## src/hw/rtl/sc2a_pkg.sv

```systemverilog
// Package for the scan code set 1 to ASCII translator.
// Holds the event kinds, the special key codes and the character tables.
// No dependencies.
package sc2a_pkg;

	typedef enum logic [1:0] {
		KIND_NONE    = 2'd0,
		KIND_CHAR    = 2'd1,
		KIND_NEWLINE = 2'd2,
		KIND_DELETE  = 2'd3
	} event_kind_t;

	typedef struct packed {
		logic set_shift;
		logic clr_shift;
		logic tog_caps;
	} flag_upd_t;

	typedef struct packed {
		logic shift_held;
		logic caps_on;
	} key_flags_t;

	localparam logic [7:0] SC_MAKE_LO   = 8'h01;
	localparam logic [7:0] SC_MAKE_HI   = 8'h3A;
	localparam logic [7:0] SC_BREAK_LO  = 8'h81;
	localparam logic [7:0] SC_BREAK_HI  = 8'hBA;
	localparam logic [7:0] SC_BREAK_BIT = 8'h80;

	localparam logic [7:0] SC_LSHIFT    = 8'h2A;
	localparam logic [7:0] SC_RSHIFT    = 8'h36;
	localparam logic [7:0] SC_ENTER     = 8'h1C;
	localparam logic [7:0] SC_BACKSPACE = 8'h0E;
	localparam logic [7:0] SC_SPACE     = 8'h39;
	localparam logic [7:0] SC_CAPS      = 8'h3A;

	localparam logic [6:0] CH_SPACE = 7'h20;
	localparam logic [6:0] CH_LOW_A = 7'h61;
	localparam logic [6:0] CH_LOW_Z = 7'h7A;

	function automatic logic [6:0] plain_char(input logic [5:0] key);
		logic [6:0] c;
		c = 7'h00;
		case (key)
			6'h02: c = 7'h31;
			6'h03: c = 7'h32;
			6'h04: c = 7'h33;
			6'h05: c = 7'h34;
			6'h06: c = 7'h35;
			6'h07: c = 7'h36;
			6'h08: c = 7'h37;
			6'h09: c = 7'h38;
			6'h0A: c = 7'h39;
			6'h0B: c = 7'h30;
			6'h0C: c = 7'h2D;
			6'h0D: c = 7'h3D;
			6'h10: c = 7'h71;
			6'h11: c = 7'h77;
			6'h12: c = 7'h65;
			6'h13: c = 7'h72;
			6'h14: c = 7'h74;
			6'h15: c = 7'h79;
			6'h16: c = 7'h75;
			6'h17: c = 7'h69;
			6'h18: c = 7'h6F;
			6'h19: c = 7'h70;
			6'h1A: c = 7'h5B;
			6'h1B: c = 7'h5D;
			6'h1E: c = 7'h61;
			6'h1F: c = 7'h73;
			6'h20: c = 7'h64;
			6'h21: c = 7'h66;
			6'h22: c = 7'h67;
			6'h23: c = 7'h68;
			6'h24: c = 7'h6A;
			6'h25: c = 7'h6B;
			6'h26: c = 7'h6C;
			6'h27: c = 7'h3B;
			6'h28: c = 7'h27;
			6'h29: c = 7'h60;
			6'h2B: c = 7'h5C;
			6'h2C: c = 7'h7A;
			6'h2D: c = 7'h78;
			6'h2E: c = 7'h63;
			6'h2F: c = 7'h76;
			6'h30: c = 7'h62;
			6'h31: c = 7'h6E;
			6'h32: c = 7'h6D;
			6'h33: c = 7'h2C;
			6'h34: c = 7'h2E;
			6'h35: c = 7'h2F;
			default: c = 7'h00;
		endcase
		return c;
	endfunction

	function automatic logic [6:0] shifted_char(input logic [5:0] key);
		logic [6:0] c;
		c = 7'h00;
		case (key)
			6'h02: c = 7'h21;
			6'h03: c = 7'h40;
			6'h04: c = 7'h23;
			6'h05: c = 7'h24;
			6'h06: c = 7'h25;
			6'h07: c = 7'h5E;
			6'h08: c = 7'h26;
			6'h09: c = 7'h2A;
			6'h0A: c = 7'h28;
			6'h0B: c = 7'h29;
			6'h0C: c = 7'h5F;
			6'h0D: c = 7'h2B;
			6'h10: c = 7'h51;
			6'h11: c = 7'h57;
			6'h12: c = 7'h45;
			6'h13: c = 7'h52;
			6'h14: c = 7'h54;
			6'h15: c = 7'h59;
			6'h16: c = 7'h55;
			6'h17: c = 7'h49;
			6'h18: c = 7'h4F;
			6'h19: c = 7'h50;
			6'h1A: c = 7'h7B;
			6'h1B: c = 7'h7D;
			6'h1E: c = 7'h41;
			6'h1F: c = 7'h53;
			6'h20: c = 7'h44;
			6'h21: c = 7'h46;
			6'h22: c = 7'h47;
			6'h23: c = 7'h48;
			6'h24: c = 7'h4A;
			6'h25: c = 7'h4B;
			6'h26: c = 7'h4C;
			6'h27: c = 7'h3A;
			6'h28: c = 7'h22;
			6'h29: c = 7'h7E;
			6'h2B: c = 7'h7C;
			6'h2C: c = 7'h5A;
			6'h2D: c = 7'h58;
			6'h2E: c = 7'h43;
			6'h2F: c = 7'h56;
			6'h30: c = 7'h42;
			6'h31: c = 7'h4E;
			6'h32: c = 7'h4D;
			6'h33: c = 7'h3C;
			6'h34: c = 7'h3E;
			6'h35: c = 7'h3F;
			default: c = 7'h00;
		endcase
		return c;
	endfunction

endpackage

```

## src/hw/rtl/sc2a_decode.sv

```systemverilog
// Combinational decoder from one scan code and the current key flags
// to an event and the flag updates it causes. Depends on sc2a_pkg.
module sc2a_decode (
	input  logic [7:0]              code,
	input  sc2a_pkg::key_flags_t    flags,
	output sc2a_pkg::event_kind_t   kind,
	output logic [6:0]              char_code,
	output sc2a_pkg::flag_upd_t     upd
);
	import sc2a_pkg::*;

	logic       is_make;
	logic       is_break;
	logic [6:0] base;
	logic [6:0] shifted;
	logic       lower_alpha;
	logic       upper;

	assign is_make     = (code >= SC_MAKE_LO) && (code <= SC_MAKE_HI);
	assign is_break    = (code >= SC_BREAK_LO) && (code <= SC_BREAK_HI);
	assign base        = plain_char(code[5:0]);
	assign shifted     = shifted_char(code[5:0]);
	assign lower_alpha = (base >= CH_LOW_A) && (base <= CH_LOW_Z);
	assign upper       = lower_alpha ? (flags.caps_on ^ flags.shift_held) : flags.shift_held;

	always_comb begin
		kind      = KIND_NONE;
		char_code = 7'h00;
		upd       = '0;
		if (is_make) begin
			unique case (code)
				SC_LSHIFT, SC_RSHIFT: upd.set_shift = 1'b1;
				SC_ENTER:             kind = KIND_NEWLINE;
				SC_CAPS:              upd.tog_caps = 1'b1;
				SC_BACKSPACE:         kind = KIND_DELETE;
				SC_SPACE: begin
					kind      = KIND_CHAR;
					char_code = CH_SPACE;
				end
				default: begin
					if (base != 7'h00) begin
						kind      = KIND_CHAR;
						char_code = upper ? shifted : base;
					end
				end
			endcase
		end else if (is_break) begin
			if ((code == (SC_LSHIFT | SC_BREAK_BIT)) || (code == (SC_RSHIFT | SC_BREAK_BIT))) begin
				upd.clr_shift = 1'b1;
			end
		end
	end

endmodule

```

## src/hw/rtl/sc2a_key_state.sv

```systemverilog
// Shift-held and caps-lock flag registers.
// Applies the decoder's updates when an item is processed. Depends on sc2a_pkg.
module sc2a_key_state (
	input  logic                 clk,
	input  logic                 arst_n,
	input  logic                 en,
	input  sc2a_pkg::flag_upd_t  upd,
	output sc2a_pkg::key_flags_t flags
);
	import sc2a_pkg::*;

	logic shift_q;
	logic caps_q;

	always_ff @(posedge clk or negedge arst_n) begin
		if (!arst_n) begin
			shift_q <= 1'b0;
			caps_q  <= 1'b0;
		end else if (en) begin
			if (upd.set_shift) begin
				shift_q <= 1'b1;
			end else if (upd.clr_shift) begin
				shift_q <= 1'b0;
			end
			if (upd.tog_caps) begin
				caps_q <= ~caps_q;
			end
		end
	end

	assign flags.shift_held = shift_q;
	assign flags.caps_on    = caps_q;

endmodule

```

## src/hw/rtl/scan_code_to_ascii.sv

```systemverilog
// Scan code set 1 to ASCII translator, top level.
// Instantiates sc2a_decode and sc2a_key_state; depends on sc2a_pkg.
// Each scan code item yields one event item, which passes through an input register and then a
// result register before it is presented on the event outputs, and a new item is taken in every
// cycle while the output is not stalled. The table lookup and the flag update lie between the two
// registers.
module scan_code_to_ascii (
	input  logic                  clk,
	input  logic                  arst_n,
	input  logic                  scan_valid,
	output logic                  scan_stall,
	input  logic [7:0]            scan_code,
	output logic                  event_valid,
	input  logic                  event_stall,
	output sc2a_pkg::event_kind_t event_kind,
	output logic [6:0]            char_code
);
	import sc2a_pkg::*;

	logic        valid_s1;
	logic [7:0]  code_s1;
	logic        valid_s2;
	event_kind_t kind_s2;
	logic [6:0]  char_s2;

	logic        ready_s2;
	logic        ready_s1;
	logic        adv_s1;

	event_kind_t dec_kind;
	logic [6:0]  dec_char;
	flag_upd_t   dec_upd;
	key_flags_t  flags;

	assign ready_s2   = !valid_s2 || !event_stall;
	assign ready_s1   = !valid_s1 || ready_s2;
	assign adv_s1     = valid_s1 && ready_s2;
	assign scan_stall = !ready_s1;

	always_ff @(posedge clk or negedge arst_n) begin
		if (!arst_n) begin
			valid_s1 <= 1'b0;
		end else if (ready_s1) begin
			valid_s1 <= scan_valid;
		end
	end

	always_ff @(posedge clk) begin
		if (ready_s1 && scan_valid) begin
			code_s1 <= scan_code;
		end
	end

	sc2a_decode u_decode (
		.code      (code_s1),
		.flags     (flags),
		.kind      (dec_kind),
		.char_code (dec_char),
		.upd       (dec_upd)
	);

	sc2a_key_state u_key_state (
		.clk    (clk),
		.arst_n (arst_n),
		.en     (adv_s1),
		.upd    (dec_upd),
		.flags  (flags)
	);

	always_ff @(posedge clk or negedge arst_n) begin
		if (!arst_n) begin
			valid_s2 <= 1'b0;
		end else if (ready_s2) begin
			valid_s2 <= valid_s1;
		end
	end

	always_ff @(posedge clk) begin
		if (adv_s1) begin
			kind_s2 <= dec_kind;
			char_s2 <= dec_char;
		end
	end

	assign event_valid = valid_s2;
	assign event_kind  = kind_s2;
	assign char_code   = char_s2;

	a_flags_hold: assert property (@(posedge clk) disable iff (!arst_n)
		!adv_s1 |=> $stable(flags))
		else $error("key flags changed without an item being processed");

	a_char_zero: assert property (@(posedge clk) disable iff (!arst_n)
		(event_valid && (event_kind != KIND_CHAR)) |-> (char_code == 7'h00))
		else $error("nonzero character on a non-character event");

	a_char_printable: assert property (@(posedge clk) disable iff (!arst_n)
		(event_valid && (event_kind == KIND_CHAR)) |-> (char_code >= CH_SPACE))
		else $error("character event carries a control code");

	a_stall_cause: assert property (@(posedge clk) disable iff (!arst_n)
		scan_stall |-> (valid_s1 && valid_s2 && event_stall))
		else $error("input stalled while the pipeline has room");

endmodule
```

## config.mk

```make
export PLATFORM = sky130hd
export DESIGN_NAME = scan_code_to_ascii
export DESIGN_NICKNAME = d
export VERILOG_FILES = /design/src/hw/rtl/sc2a_pkg.sv /design/src/hw/rtl/sc2a_decode.sv /design/src/hw/rtl/sc2a_key_state.sv /design/src/hw/rtl/scan_code_to_ascii.sv
export SDC_FILE = /design/constraint.sdc
export NUM_CORES = 1
export LEC_CHECK = 0
export ABC_AREA = 1
export BUFFER_PORTS_ARGS = -buffer_cell sky130_fd_sc_hd__buf_2
export CORE_MARGIN = 2
export CORE_UTILIZATION = 35
export CTS_BUF_LIST = sky130_fd_sc_hd__clkbuf_4 sky130_fd_sc_hd__clkbuf_8
export CTS_CLUSTER_DIAMETER = 200
export DETAILED_ROUTE_END_ITERATION = 8
export GPL_ROUTABILITY_DRIVEN = 0
export HOLD_SLACK_MARGIN = 0.1
export PLACE_DENSITY_LB_ADDON = 0.08
export SLEW_MARGIN = 25
export SYNTH_ARGS = -nofsm -noshare
export SYNTH_HDL_FRONTEND = slang
export SYNTH_SLANG_ARGS = --single-unit
```

## constraint.sdc

```tcl
create_clock -name clk -period 4.1 [get_ports clk]
set_input_delay 1.025 -clock clk [delete_from_list [all_inputs] [get_ports clk]]
set_output_delay 1.025 -clock clk [all_outputs]
set_load 0.05 [all_outputs]
```

; Word level (Yosys, flattened, before mapping)
; Memories as Yosys holds them, arrays and structs flattened. A register that Yosys moved wholly into a read port is not among the register bits.
; Cells that the tools add are included.
[word_totals]
regBits = 21
rom_bits = 896
input_bits = 12
out_inout_bits = 11
wordCells = 61
n_memories = 2
[op_classes]
order_cmp = 6
n_eq_ne = 8
muxes = 17
bitwise = 2
reduce_logical = 19
[mem_list]
columns = name, depth, word_bits, rd, rd_clocked_by_memory_dff, write_ports, line_no
row1 = (name not given), 64, 7, 1, 1, 0, sc2a_pkg.sv:100  ; case (key)
row2 = (name not given), 64, 7, 1, 1, 0, sc2a_pkg.sv:44  ; case (key)
[op_table]
columns = operator, count
row1 = == test 8 x 6 -> 1 bit (second input constant), 4
row2 = == test 8 bit (second input constant), 2
row3 = 2-to-1 mux 7 bit, 2
row4 = one-hot mux 7 bit (2 select lines), 1
row5 = 2-to-1 mux 6 bit, 2
row6 = 2-to-1 mux 1 bit, 11
row7 = == test 8 x 4 -> 1 bit (second input constant), 1
row8 = == test 8 x 5 -> 1 bit (second input constant), 1
row9 = >= comparator 8 x 1 -> 1 bit (second input constant), 1
row10 = >= comparator 8 bit (second input constant), 1
row11 = less-or-equal comparator 8 x 6 -> 1 bit (second input constant), 1
row12 = less-or-equal comparator 8 bit (second input constant), 1
row13 = one-hot mux 2 bit (4 select lines), 1
row14 = >= comparator 7 bit (second input constant), 1
row15 = less-or-equal comparator 7 bit (second input constant), 1
row16 = nonzero test 7 bit, 1
row17 = logical AND 1 bit, 5
row18 = OR reduction 5 bit, 1
row19 = zero test 1 bit, 4
row20 = AND reduction 2 bit, 2
row21 = logical OR 1 bit, 3
row22 = OR reduction 3 bit, 1
row23 = nonzero test 2 bit, 1
row24 = OR reduction 2 bit, 1
row25 = other kinds (2), 2

; Logic depth before layout (Yosys ltp)
; Gate-level depths: netlist of the first run.
[logic_depth]
word_depth = 7
ltp_mapped = 15
depth_no_buf = 14

; Modules after synthesis
; A second synthesis of the first run with hierarchy kept.
[hier_totals]
hier_cells = 327
area_unflattened_um2 = 2183.3
[modules_own_cells]
columns = mod, n_inst, cells_per_inst, area_per_inst_um2, seq_area_each_um2
row1 = sc2a_decode, 1, 285, 1477.7, 0.0
row2 = scan_code_to_ascii, 1, 29, 605.6, 560.5
row3 = sc2a_key_state, 1, 13, 100.1, 50.0

; Worst setup path after synthesis of the first run
; OpenSTA, ideal clock, no wires.
[synth_timing]
path_type = input to register
startpoint = input port scan_valid
endpoint = register u_decode.base[2] (netlist name)
t_arrival_ns = 2.480
slack_ns = 1.505
cell_stages = 14
path_buffers = 2
path_cell_list = buf_2 > nand2_4 > buf_12 > nand2_1 > nand2_2 > ha_1 > inv_1 > nand3_1 > nand3_1 > nand2_1 > nand2_1 > inv_1 > nor2_1 > nor2_1
[synth_between]
elab_chain_cells = 2
[synth_rtl]
columns = element, line_no
row1 = "start, declared", scan_code_to_ascii.sv:10  ; input logic scan_valid,
row2 = logical AND 1 bit, scan_code_to_ascii.sv:49  ; if (ready_s1 && scan_valid) begin
row3 = 2-to-1 mux 6 bit (no line), -
; Every way passes these cells.
; A chain may end at the register's enable or synchronous reset.

; Final worst setup path of the first run
[layout_timing]
startpoint = input port event_stall
endpoint = register u_decode.base[2] (netlist name)
[layout_between]
elab_chain_cells = 5
[layout_rtl]
columns = element, line_no
row1 = "start, declared", scan_code_to_ascii.sv:14  ; input logic event_stall,
row2 = zero test 1 bit, scan_code_to_ascii.sv:35  ; assign ready_s2 = !valid_s2 || !event_stall;
row3 = logical OR 1 bit, scan_code_to_ascii.sv:35
row4 = logical OR 1 bit, scan_code_to_ascii.sv:36  ; assign ready_s1 = !valid_s1 || ready_s2;
row5 = logical AND 1 bit, scan_code_to_ascii.sv:49
row6 = 2-to-1 mux 6 bit (no line), -
; Every way passes these cells.

==> out/metrics.csv, run 1 <==
metric;value;unit
rsz0062_at_grt;false;
start_util;0.367;
end_kind;flip-flop;
rows;31;
vias_per_cell;4.81;
grt_overflow;0;
netlist_top_cells_area;edfxtp_1 (19%), nand2_1 (18%), dfxtp_1 (10%);
p_per_area;393;mW/mm²
crit_type;primary input to flip-flop;
drc;0;
fin_crit;2780;ps
fp.coreArea;0.00733;mm²
grt_first_pass_wirelength;11400;µm
skew;4.16;ps
hold_path_class;flip-flop to flip-flop;
startpoint_type;primary input;
ant_nets;0;
setup_viol;0;
ys_types;32;
ios;23;
netlist_area;0.00269;mm²
ys_ff_latch;35;
drtIter0Drc;233;
yosys.area.top_type;edfxtp_1;
min_to;u_key_state.caps_q$_DFFE_PN0P_;
clk_pin_slew_worst_paths;70;ps
dpl.hpwl;5140;µm
cts_buffers;5;
maxSlewHeadroom;0.658;
finalCritPeriodShare;0.677;
die_area;0.00840;mm²
r2r-start;event_valid$_DFFE_PN0P_;
worstMarginPinSlew;512;ps
ys_warn_count;0;
ir_worst_vdd;0.103;mV
drv_cap;0;
p_sw_frac;0.399;
switchingPower;0.456;mW
ys_seq_area_frac;0.331;
fin_tns_setup;0;ps
numPortBuffers;22;
reg2reg_depth;13;
post_cts_resized;0;
die_x;91.7;µm
die_h;91.7;µm
root_buffer;clkbuf_8;
first_pass_iters;4;
avgRoutedWirePerCell;12.9;µm
cts_tree;yes;
finalPower;1.14;mW
wl;6680;µm
grt_antenna_before_repair;0;
synth_top_cell_area_share;0.190;
nNetsFinal;443;
h-tree-depth;2;
power_frac_seq;0.406;
avgSynthCellArea;6.73;µm²
grt_max_degree;23;
reg2reg_slack;1760;ps
fmaxAchievable;360;MHz
worstSkewPairLatency;270;ps
post_cts_buffers;0;
arrival;2940;ps
crit_required;4260;ps
hold_start;u_key_state.caps_q$_DFFE_PN0P_;
holdBufCountCts;0;
clock_path_buffers;2;
hold_viol;0;
first_global_vias;2449;
route.vias.total;2493;
r2r_end;u_decode.base[2]$_DFF_P_;
synth_nets;425;
clock-sinks;35;
grt.total_usage;0.168;
synthToLayoutAreaGrowth;8.05;%
crit_fanout;14;
power_frac_comb;0.381;
internal-power;0.685;mW
netlist_instances;400;
min_path_cells;1;
report.final.slew_viol_count;0;
leakage;1.49;nW
diodes;0;
outcome;finished clean;
drive_above_1_share;0.134;
power_frac_clock;0.213;
through the flow:
| step | cells | hold slack, ps | worst slack (ps) | util | cell area (µm²) |
|---|---|---|---|---|---|
| 2_1_floorplan | 400 | 441 | 1510 | - | 2690 |
| 3_3_place_gp | 510 | 485 | 1050 | 0.384 | 2820 |
| 3_5_place_dp | 510 | 477 | 1060 | 0.384 | 2820 |
| 4_1_cts | 518 | 489 | 1360 | 0.396 | 2910 |
| 5_1_grt | 518 | 515 | 1150 | 0.396 | 2910 |
| 6_report | 518 | 479 | 1320 | 0.396 | 2910 |
Yosys cell counts:
master and count:
nand2_1 130, o21ai_1 3, nor2_1 58, buf_2 3, a31oi_1 1, nand3_4 1
o21ai_4 2, buf_4 2, inv_2 4, nand2_4 3, o21bai_1 1, dfrtp_1 4
nand4_1 6, ha_1 13, nand2_2 13, nor3_1 1, xor2_1 1, o211ai_1 2
and2_1 1, or2_2 2, buf_6 5, o21ai_0 19, o31ai_1 2, o21ai_2 1
nor3b_1 1, nand3_1 41, a21oi_1 6, nand3b_1 3, inv_1 39, dfxtp_1 14
edfxtp_1 17, buf_12 1
layout make-up:
cell class                 count  area, µm²
fill                         789       4420
multi-input combinational    311       1530
sequential                    35        891
inverter                      43        161
tap                           99        124
timing repair buffer          22        110
clock buffer                   7       83.8
clock inverter                 1       5.00
worst max-delay path: stages:
cell,delay (ps)
buf_2,110
nand3_4,140
nand2_4,220
nand2_1,100
nand2_2,230
ha_1,280
inv_1,110
nand3_1,220
nand3_1,150
nand2_1,80
nand2_1,90
inv_1,50
nor2_1,80
nor2_1,50
per-layer routing:
layer | up-vias | global-route usage | routed length (µm)
li1 | 1307 | - | -
met1 | 1100 | 0.233 | 3280
met2 | 80 | 0.271 | 3000
met3 | 6 | 0.0222 | 328
met4 | 0 | 0.0518 | 70
met5 | - | 0 | 0
kinds of logic after synthesis:
kind of cell | synth area share
AND/OR/NAND/NOR | 0.422
buffers and inverters | 0.0995
AO/OA/AOI/OAI | 0.0837
flip-flops | 0.331
adder cells (fa/ha/maj) | 0.0605
XOR/XNOR | 0.00326
state kept, by name (all words and copies together) (netlist names):
register / cells
u_key_state.caps_q: 1
event_valid: 1
valid_s1: 1
event_kind: 2
u_decode.base: 7
code_s1: 8
u_key_state.shift_q: 1
u_decode.shifted: 7
char_code: 7
power groups by stage:
stage | Combinational (mW) | Sequential [mW] | Clock [mW]
2_1_floorplan | 0.302 | 0.512 | 0
3_3_place_gp | 0.437 | 0.471 | 0
3_5_place_dp | 0.430 | 0.471 | 0
4_1_cts | 0.432 | 0.463 | 0.257
5_1_grt | 0.493 | 0.469 | 0.268
6_report | 0.435 | 0.463 | 0.243
worst max-delay path by stage:
stage / to / cells past startpoint / slack (ps) / startpoint
after floorplan: u_decode.base[2]$_DFF_P_ / 14 / 1510 / scan_valid
after global placement: u_decode.shifted[2]$_DFF_P_ / 14 / 1050 / event_stall
after detailed placement: u_decode.base[2]$_DFF_P_ / 14 / 1060 / event_stall
after CTS: u_decode.base[2]$_DFF_P_ / 14 / 1360 / event_stall
after global routing: u_decode.shifted[2]$_DFF_P_ / 14 / 1150 / event_stall
final: u_decode.base[2]$_DFF_P_ / 14 / 1320 / event_stall
cell usage in the layout, fill, tap and decap left out, types with 2 or more instances in the layout:
cell type	n
a21oi_1	6
buf_2	22
clkbuf_4	2
clkbuf_8	5
dfrtp_1	4
dfxtp_1	14
edfxtp_1	17
ha_1	13
inv_1	39
inv_2	4
nand2_1	130
nand2_2	13
nand2_4	3
nand3_1	41
nand3b_1	3
nand4_1	6
nor2_1	58
o211ai_1	2
o21ai_0	19
o21ai_1	3
o21ai_4	2
o31ai_1	2
or2_2	2
Power figures use the tool's default switching activity.
==> run 2, diff against run 1 <==
Clock period 4.1 ns to 2.7 ns, I/O delays scaled along.
==> run 2 against run 1 <==
Against the previous run:
- clock skew is essentially flat
- sequential cell count unchanged
- critical path type unchanged
- largest power group unchanged
- critical endpoint is now u_decode.base[3]$_DFF_P_
- combinational power increased by 57%
- highest routed layer unchanged
- register-to-register slack lost 1300 ps
- worst hold slack worse by 290 ps
- sequential power rose by 52%
- utilization up 0.82 points
- via count is 3.4% higher
- non-clock buffer count grew 8
==> out/metrics.csv, run 2 (synthesis results as in run 1) <==
metric;value;unit;change
cts_buffers;5;;unchanged
crit_required;2870;ps;-1390 ps
avgRoutedWirePerCell;13.1;µm;+1.4%
holdBufCountCts;0;;unchanged
fin_crit;2270;ps;
startpoint_type;primary input;;
drive_above_1_share;0.150;;+0.0162
fin_ws;425;ps;-898 ps
p_per_area;593;mW/mm²;+51%
clock_path_buffers;2;;unchanged
startpoint;event_stall;;
grt_antenna_before_repair;0;;unchanged
skew;4.13;ps;-0.0292 ps
p_sw_frac;0.399;;about the same
power_frac_clock;0.212;;about the same
synthToLayoutAreaGrowth;10.3;%;
hold_viol;0;;unchanged
arrival;2440;ps;-500 ps
crit_fanout;14;;unchanged
reg2reg_depth;13;;unchanged
rsz0062_at_grt;false;;
grt_overflow;0;;unchanged
r2r-start;event_valid$_DFFE_PN0P_;;
finalCritPeriodShare;0.843;;
vias_per_cell;4.90;;+1.9%
leakage;1.53;nW;+2.6%
hold_path_class;primary input to async pin;;
grt_max_degree;22;;-4.3%
first_pass_iters;7;;+3
crit_type;primary input to flip-flop;;
n_fill_cell;785;;-0.51%
internal-power;1.06;mW;+54%
root_buffer;clkbuf_8;;
clk_pin_slew_worst_paths;70;ps;about the same
fmaxAchievable;440;MHz;
reg2reg_slack;500;ps;-1260 ps
ir_worst_vdd;0.156;mV;+51%
finalPower;1.76;mW;+54%
cts_tree;yes;;
maxSlewHeadroom;0.714;;+0.0563
post_cts_buffers;0;;unchanged
setup_viol;0;;unchanged
final_common_cell;nand2_1;;
clock-sinks;35;;unchanged
nNetsFinal;451;;+1.8%
power_frac_seq;0.399;;-0.007
rows;31;;unchanged
start_util;0.367;;unchanged
die_h;91.7;µm;unchanged
max_flop_register;code_s1;;
fin_util;0.405;;+0.00819
route.vias.total;2579;;+3.4%
grt_first_pass_wirelength;11800;µm;+3.2%
numPortBuffers;22;;unchanged
most-common-layout-cells;nand2_1 (130), nor2_1 (58), nand3_1 (41);;
largest_reg_flops;8;;unchanged
h-tree-depth;2;;unchanged
power_frac_comb;0.389;;+0.008
die_x;91.7;µm;unchanged
end_kind;flip-flop;;
drc;0;;unchanged
first_global_vias;2510;;+2.5%
worstMarginPinSlew;428;ps;-84.2 ps
dpl.hpwl;5290;µm;+3.0%
ios;23;;unchanged
ant_nets;0;;unchanged
die_area;0.00840;mm²;unchanged
worstSkewPairLatency;280;ps;about the same
post_cts_resized;0;;unchanged
switchingPower;0.703;mW;+54%
drtIter0Drc;134;;-42%
dp_worst_setup_slack;164;ps;-899 ps
wl;6880;µm;+2.9%
drv_cap;0;;unchanged
fin_tns_setup;0;ps;unchanged
grt.total_usage;0.174;;+0.00592
fp.coreArea;0.00733;mm²;unchanged
report.final.slew_viol_count;0;;unchanged
diodes;0;;unchanged
outcome;finished clean;;
-- run 2: changes by cell type in the layout (fill, tap and decap cells not counted) --
cell | previous run | this run
buf_4 | 0 | 8
-- run 2: through the flow --
stage          instances  area (µm²)  hold WS [ps]
2_1_floorplan        400        2690           379
3_3_place_gp         518        2880           482
3_5_place_dp         518        2880           475
4_1_cts              526        2970           177
5_1_grt              526        2970           177
6_report             526        2970           187
-- run 2: worst max-delay path, cell delays in order --
cell and delay, ps:
buf_2 110, nand3_4 140, nand2_4 230, nand2_1 90
nand2_1 170, ha_1 320, inv_1 90, nand2_1 120
nand2_1 90, nand2_1 70, nand2_1 70, inv_2 70
nand2_1 40, and2_1 160
-- run 2: power groups by stage --
stage | sequential (mW) | clock (mW) | combinational, mW
floorplan | 0.777 | 0 | 0.459
global placement | 0.714 | 0 | 0.690
detailed placement | 0.715 | 0 | 0.677
CTS | 0.703 | 0.392 | 0.680
global route | 0.712 | 0.411 | 0.771
finish | 0.702 | 0.373 | 0.685
-- run 2: path summary, 6_finish.rpt --
| kind | endpoint |
|---|---|
| setup / recovery | u_decode.base[3]$_DFF_P_ |
| min in group clk | u_key_state.caps_q$_DFFE_PN0P_ |
| setup reg to reg | u_decode.base[3]$_DFF_P_ |
| hold / removal | u_key_state.shift_q$_DFFE_PN0P_ |
| hold reg to reg | u_key_state.caps_q$_DFFE_PN0P_ |
| max in group asynchronous | event_valid$_DFFE_PN0P_ |
-- run 2: area by class of cell --
cell class                      instances  area, µm²  area share
Clock buffer                            7       83.8      0.0283
Timing Repair Buffer                   30        170      0.0574
Clock inverter                          1       5.00     0.00169
Multi-Input combinational cell        311       1530       0.516
Sequential cell                        35        891       0.300
Inverter                               43        161      0.0544
Tap cell                               99        124      0.0418
-- run 2: metal layers --
| layer | vias up | share of wire | global-route usage |
|---|---|---|---|
| met5 | - | 0 | 0 |
| met4 | 0 | 0.030 | 0.0821 |
| met3 | 24 | 0.067 | 0.0247 |
| met2 | 113 | 0.44 | 0.272 |
| met1 | 1113 | 0.46 | 0.236 |
| li1 | 1329 | - | - |
==> run 3, diff against run 2 <==
Clock period 2.7 ns to 2.3 ns, I/O delays scaled along.
==> run 3 against run 2 <==
Against the previous run:
- non-clock buffer count grew 9
- highest routed layer unchanged
- total power increased by 28%
- sequential power rose by 18%
- largest power group is now combinational logic
- first-iteration DRC count fell by 15%
- die area unchanged
- final cell count is 1.7% higher
- combinational power up 22%
- register-to-register slack got worse by 210 ps
- cell area grew 3.8%
==> out/metrics.csv, run 3 (synthesis results as in run 1) <==
metric;value;unit;change
grt_overflow;0;;unchanged
worstSkewPairLatency;290;ps;about the same
crit_path_frequent_cell;nand2_1;;
grt_first_pass_wirelength;12200;µm;+3.5%
die_x;91.7;µm;unchanged
hold_viol;0;;unchanged
seq_area;891;µm²;unchanged
cts_buffers;5;;unchanged
fin_util;0.420;;+0.0152
h-tree-depth;2;;unchanged
min_path_cells;1;;
ant_nets;0;;unchanged
first_pass_iters;4;;-3
r2r_end;u_decode.shifted[2]$_DFF_P_;;
outcome;finished clean;;
cp_slowest_cell;dfrtp_1;;
crit_type;flip-flop to flip-flop;;
grt_antenna_before_repair;0;;unchanged
drive_above_1_share;0.165;;+0.0153
end_kind;flip-flop;;
fin_crit;2010;ps;
fin_tns_setup;0;ps;unchanged
ir_worst_vdd;0.313;mV;+100%
hold_start;scan_code[7];;
setup_viol;0;;unchanged
largest_reg_flops;8;;unchanged
min_to;code_s1[7]$_DFFE_PN_;;
start_util;0.367;;unchanged
die_area;0.00840;mm²;unchanged
grt_max_degree;20;;-9.1%
power_frac_seq;0.368;;-0.031
power_frac_clock;0.259;;+0.047
crit_fanout;10;;-4
maxSlewHeadroom;0.736;;+0.0223
fin_ws;286;ps;-139 ps
startpoint_type;flip-flop;;
r2r-start;event_valid$_DFFE_PN0P_;;
reg2reg_slack;290;ps;-210 ps
fmaxAchievable;497;MHz;
crit_chain;nand3_4 > nand2_4 > nand2_1 > nand2_2 > ha_1 > inv_1 > nand3_1 > nand3_1 > nand2_1 > nand2_1 > nand3_1 > nand2_1 > inv_1;;
fp.coreArea;0.00733;mm²;unchanged
vias_per_cell;4.83;;-1.5%
post_cts_buffers;0;;unchanged
die_h;91.7;µm;unchanged
ios;23;;unchanged
clock_path_buffers;2;;unchanged
critPathBufInv;2;;-1
wl;7170;µm;+4.2%
skew;8.95;ps;+4.82 ps
final_common_cell;nand2_1;;
p_sw_frac;0.386;;-0.0135
finalCritPeriodShare;0.875;;
power_frac_comb;0.373;;-0.016
internal-power;1.38;mW;+31%
synthToLayoutAreaGrowth;14.4;%;
hold_path_class;primary input to flip-flop;;
numPortBuffers;22;;unchanged
multi_input_area;0.00153;mm²;unchanged
grt.total_usage;0.181;;+0.00672
report.final.slew_viol_count;0;;unchanged
clk_pin_slew_worst_paths;70;ps;about the same
cpLargestDelayFamily;simple AND/OR/NAND/NOR gates;;
drc;0;;unchanged
rsz0062_at_grt;false;;
arrival;2200;ps;-240 ps
reg2reg_depth;13;;unchanged
startpoint;event_valid$_DFFE_PN0P_;;
leakage;1.59;nW;+3.9%
crit_required;2480;ps;-390 ps
root_buffer;clkbuf_8;;
dpl.hpwl;5550;µm;+4.9%
first_global_vias;2464;;-1.8%
avgRoutedWirePerCell;13.4;µm;+2.5%
dp_worst_setup_slack;39.3;ps;-125 ps
cpPeakStageDelay;420;ps;+100 ps
p_per_area;730;mW/mm²;+23%
drv_cap;0;;unchanged
worstMarginPinSlew;392;ps;-35.1 ps
nNetsFinal;460;;+2.0%
hold_slack;462;ps;+276 ps
n_fill_cell;786;;+0.13%
switchingPower;0.867;mW;+23%
most-common-layout-cells;nand2_1 (130), nor2_1 (58), nand3_1 (41);;
post_cts_resized;0;;unchanged
diodes;0;;unchanged
cts_tree;yes;;
route.vias.total;2584;;+0.19%
clock-sinks;35;;unchanged
max_flop_register;code_s1;;
rows;31;;unchanged
drtIter0Drc;114;;-15%
## run 3: cell count changes in the layout (fill, tap and decap cells not counted)
cell and delta:
buf_4 +7, bufinv_16 +1, clkbuf_4 -2, dlygate4sd3_1 +1, buf_12 +1, clkbuf_8 +1
## run 3: metal layers
layer,global-route usage,part of all wire,wire [µm]
met5,0,0,0
met4,0.0543,0.020,142
met3,0.0263,0.059,424
met2,0.283,0.43,3100
met1,0.257,0.49,3500
## run 3: worst max-delay path by stage
| stage | end | slack (ps) | cells after the start |
|---|---|---|---|
| CTS | u_decode.shifted[2]$_DFF_P_ | 300 | 13 |
| global placement | u_decode.base[3]$_DFF_P_ | 60 | 14 |
| floorplan | u_decode.base[2]$_DFF_P_ | 30 | 14 |
| detailed placement | u_decode.shifted[2]$_DFF_P_ | 40 | 14 |
| finish | u_decode.shifted[2]$_DFF_P_ | 290 | 13 |
| global route | u_decode.base[2]$_DFF_P_ | 40 | 13 |
## run 3: layout make-up
type	instances	area share
inverters	43	0.0524
clock inverters	2	0.0114
well taps	99	0.0402
repair buffers	39	0.0821
multi-input cells	311	0.498
flip-flops and latches	35	0.289
clock buffers	6	0.0268
## run 3: worst reg2reg max path: cells and delay by family, from the launching register on
family,cells,cell delay [ps]
adders and majority gates,1,300
DFF,1,420
and+or+nand+nor,10,1060
buffers and inverters,2,140
## run 3: timing repair
action                     in CTS  in global routing
hold buffers                    1                  0
setup endpoints to repair       0                  0
hold endpoints to repair        4                  0
## run 3: stage by stage
stage | power [mW] | area, µm² | std cells
after floorplan | 1.45 | 2690 | 400
after global placement | 1.67 | 2950 | 526
after detailed placement | 1.67 | 2950 | 526
after CTS | 2.25 | 3080 | 535
after global routing | 2.41 | 3080 | 535
final | 2.25 | 3080 | 535
## run 3: power by group through the flow
| stage | clock network [mW] | registers (mW) | logic, mW |
|---|---|---|---|
| floorplan | 0 | 0.913 | 0.539 |
| global placement | 0 | 0.840 | 0.832 |
| detailed placement | 0 | 0.840 | 0.830 |
| CTS | 0.595 | 0.826 | 0.834 |
| global route | 0.630 | 0.837 | 0.943 |
| finish | 0.583 | 0.826 | 0.838 |
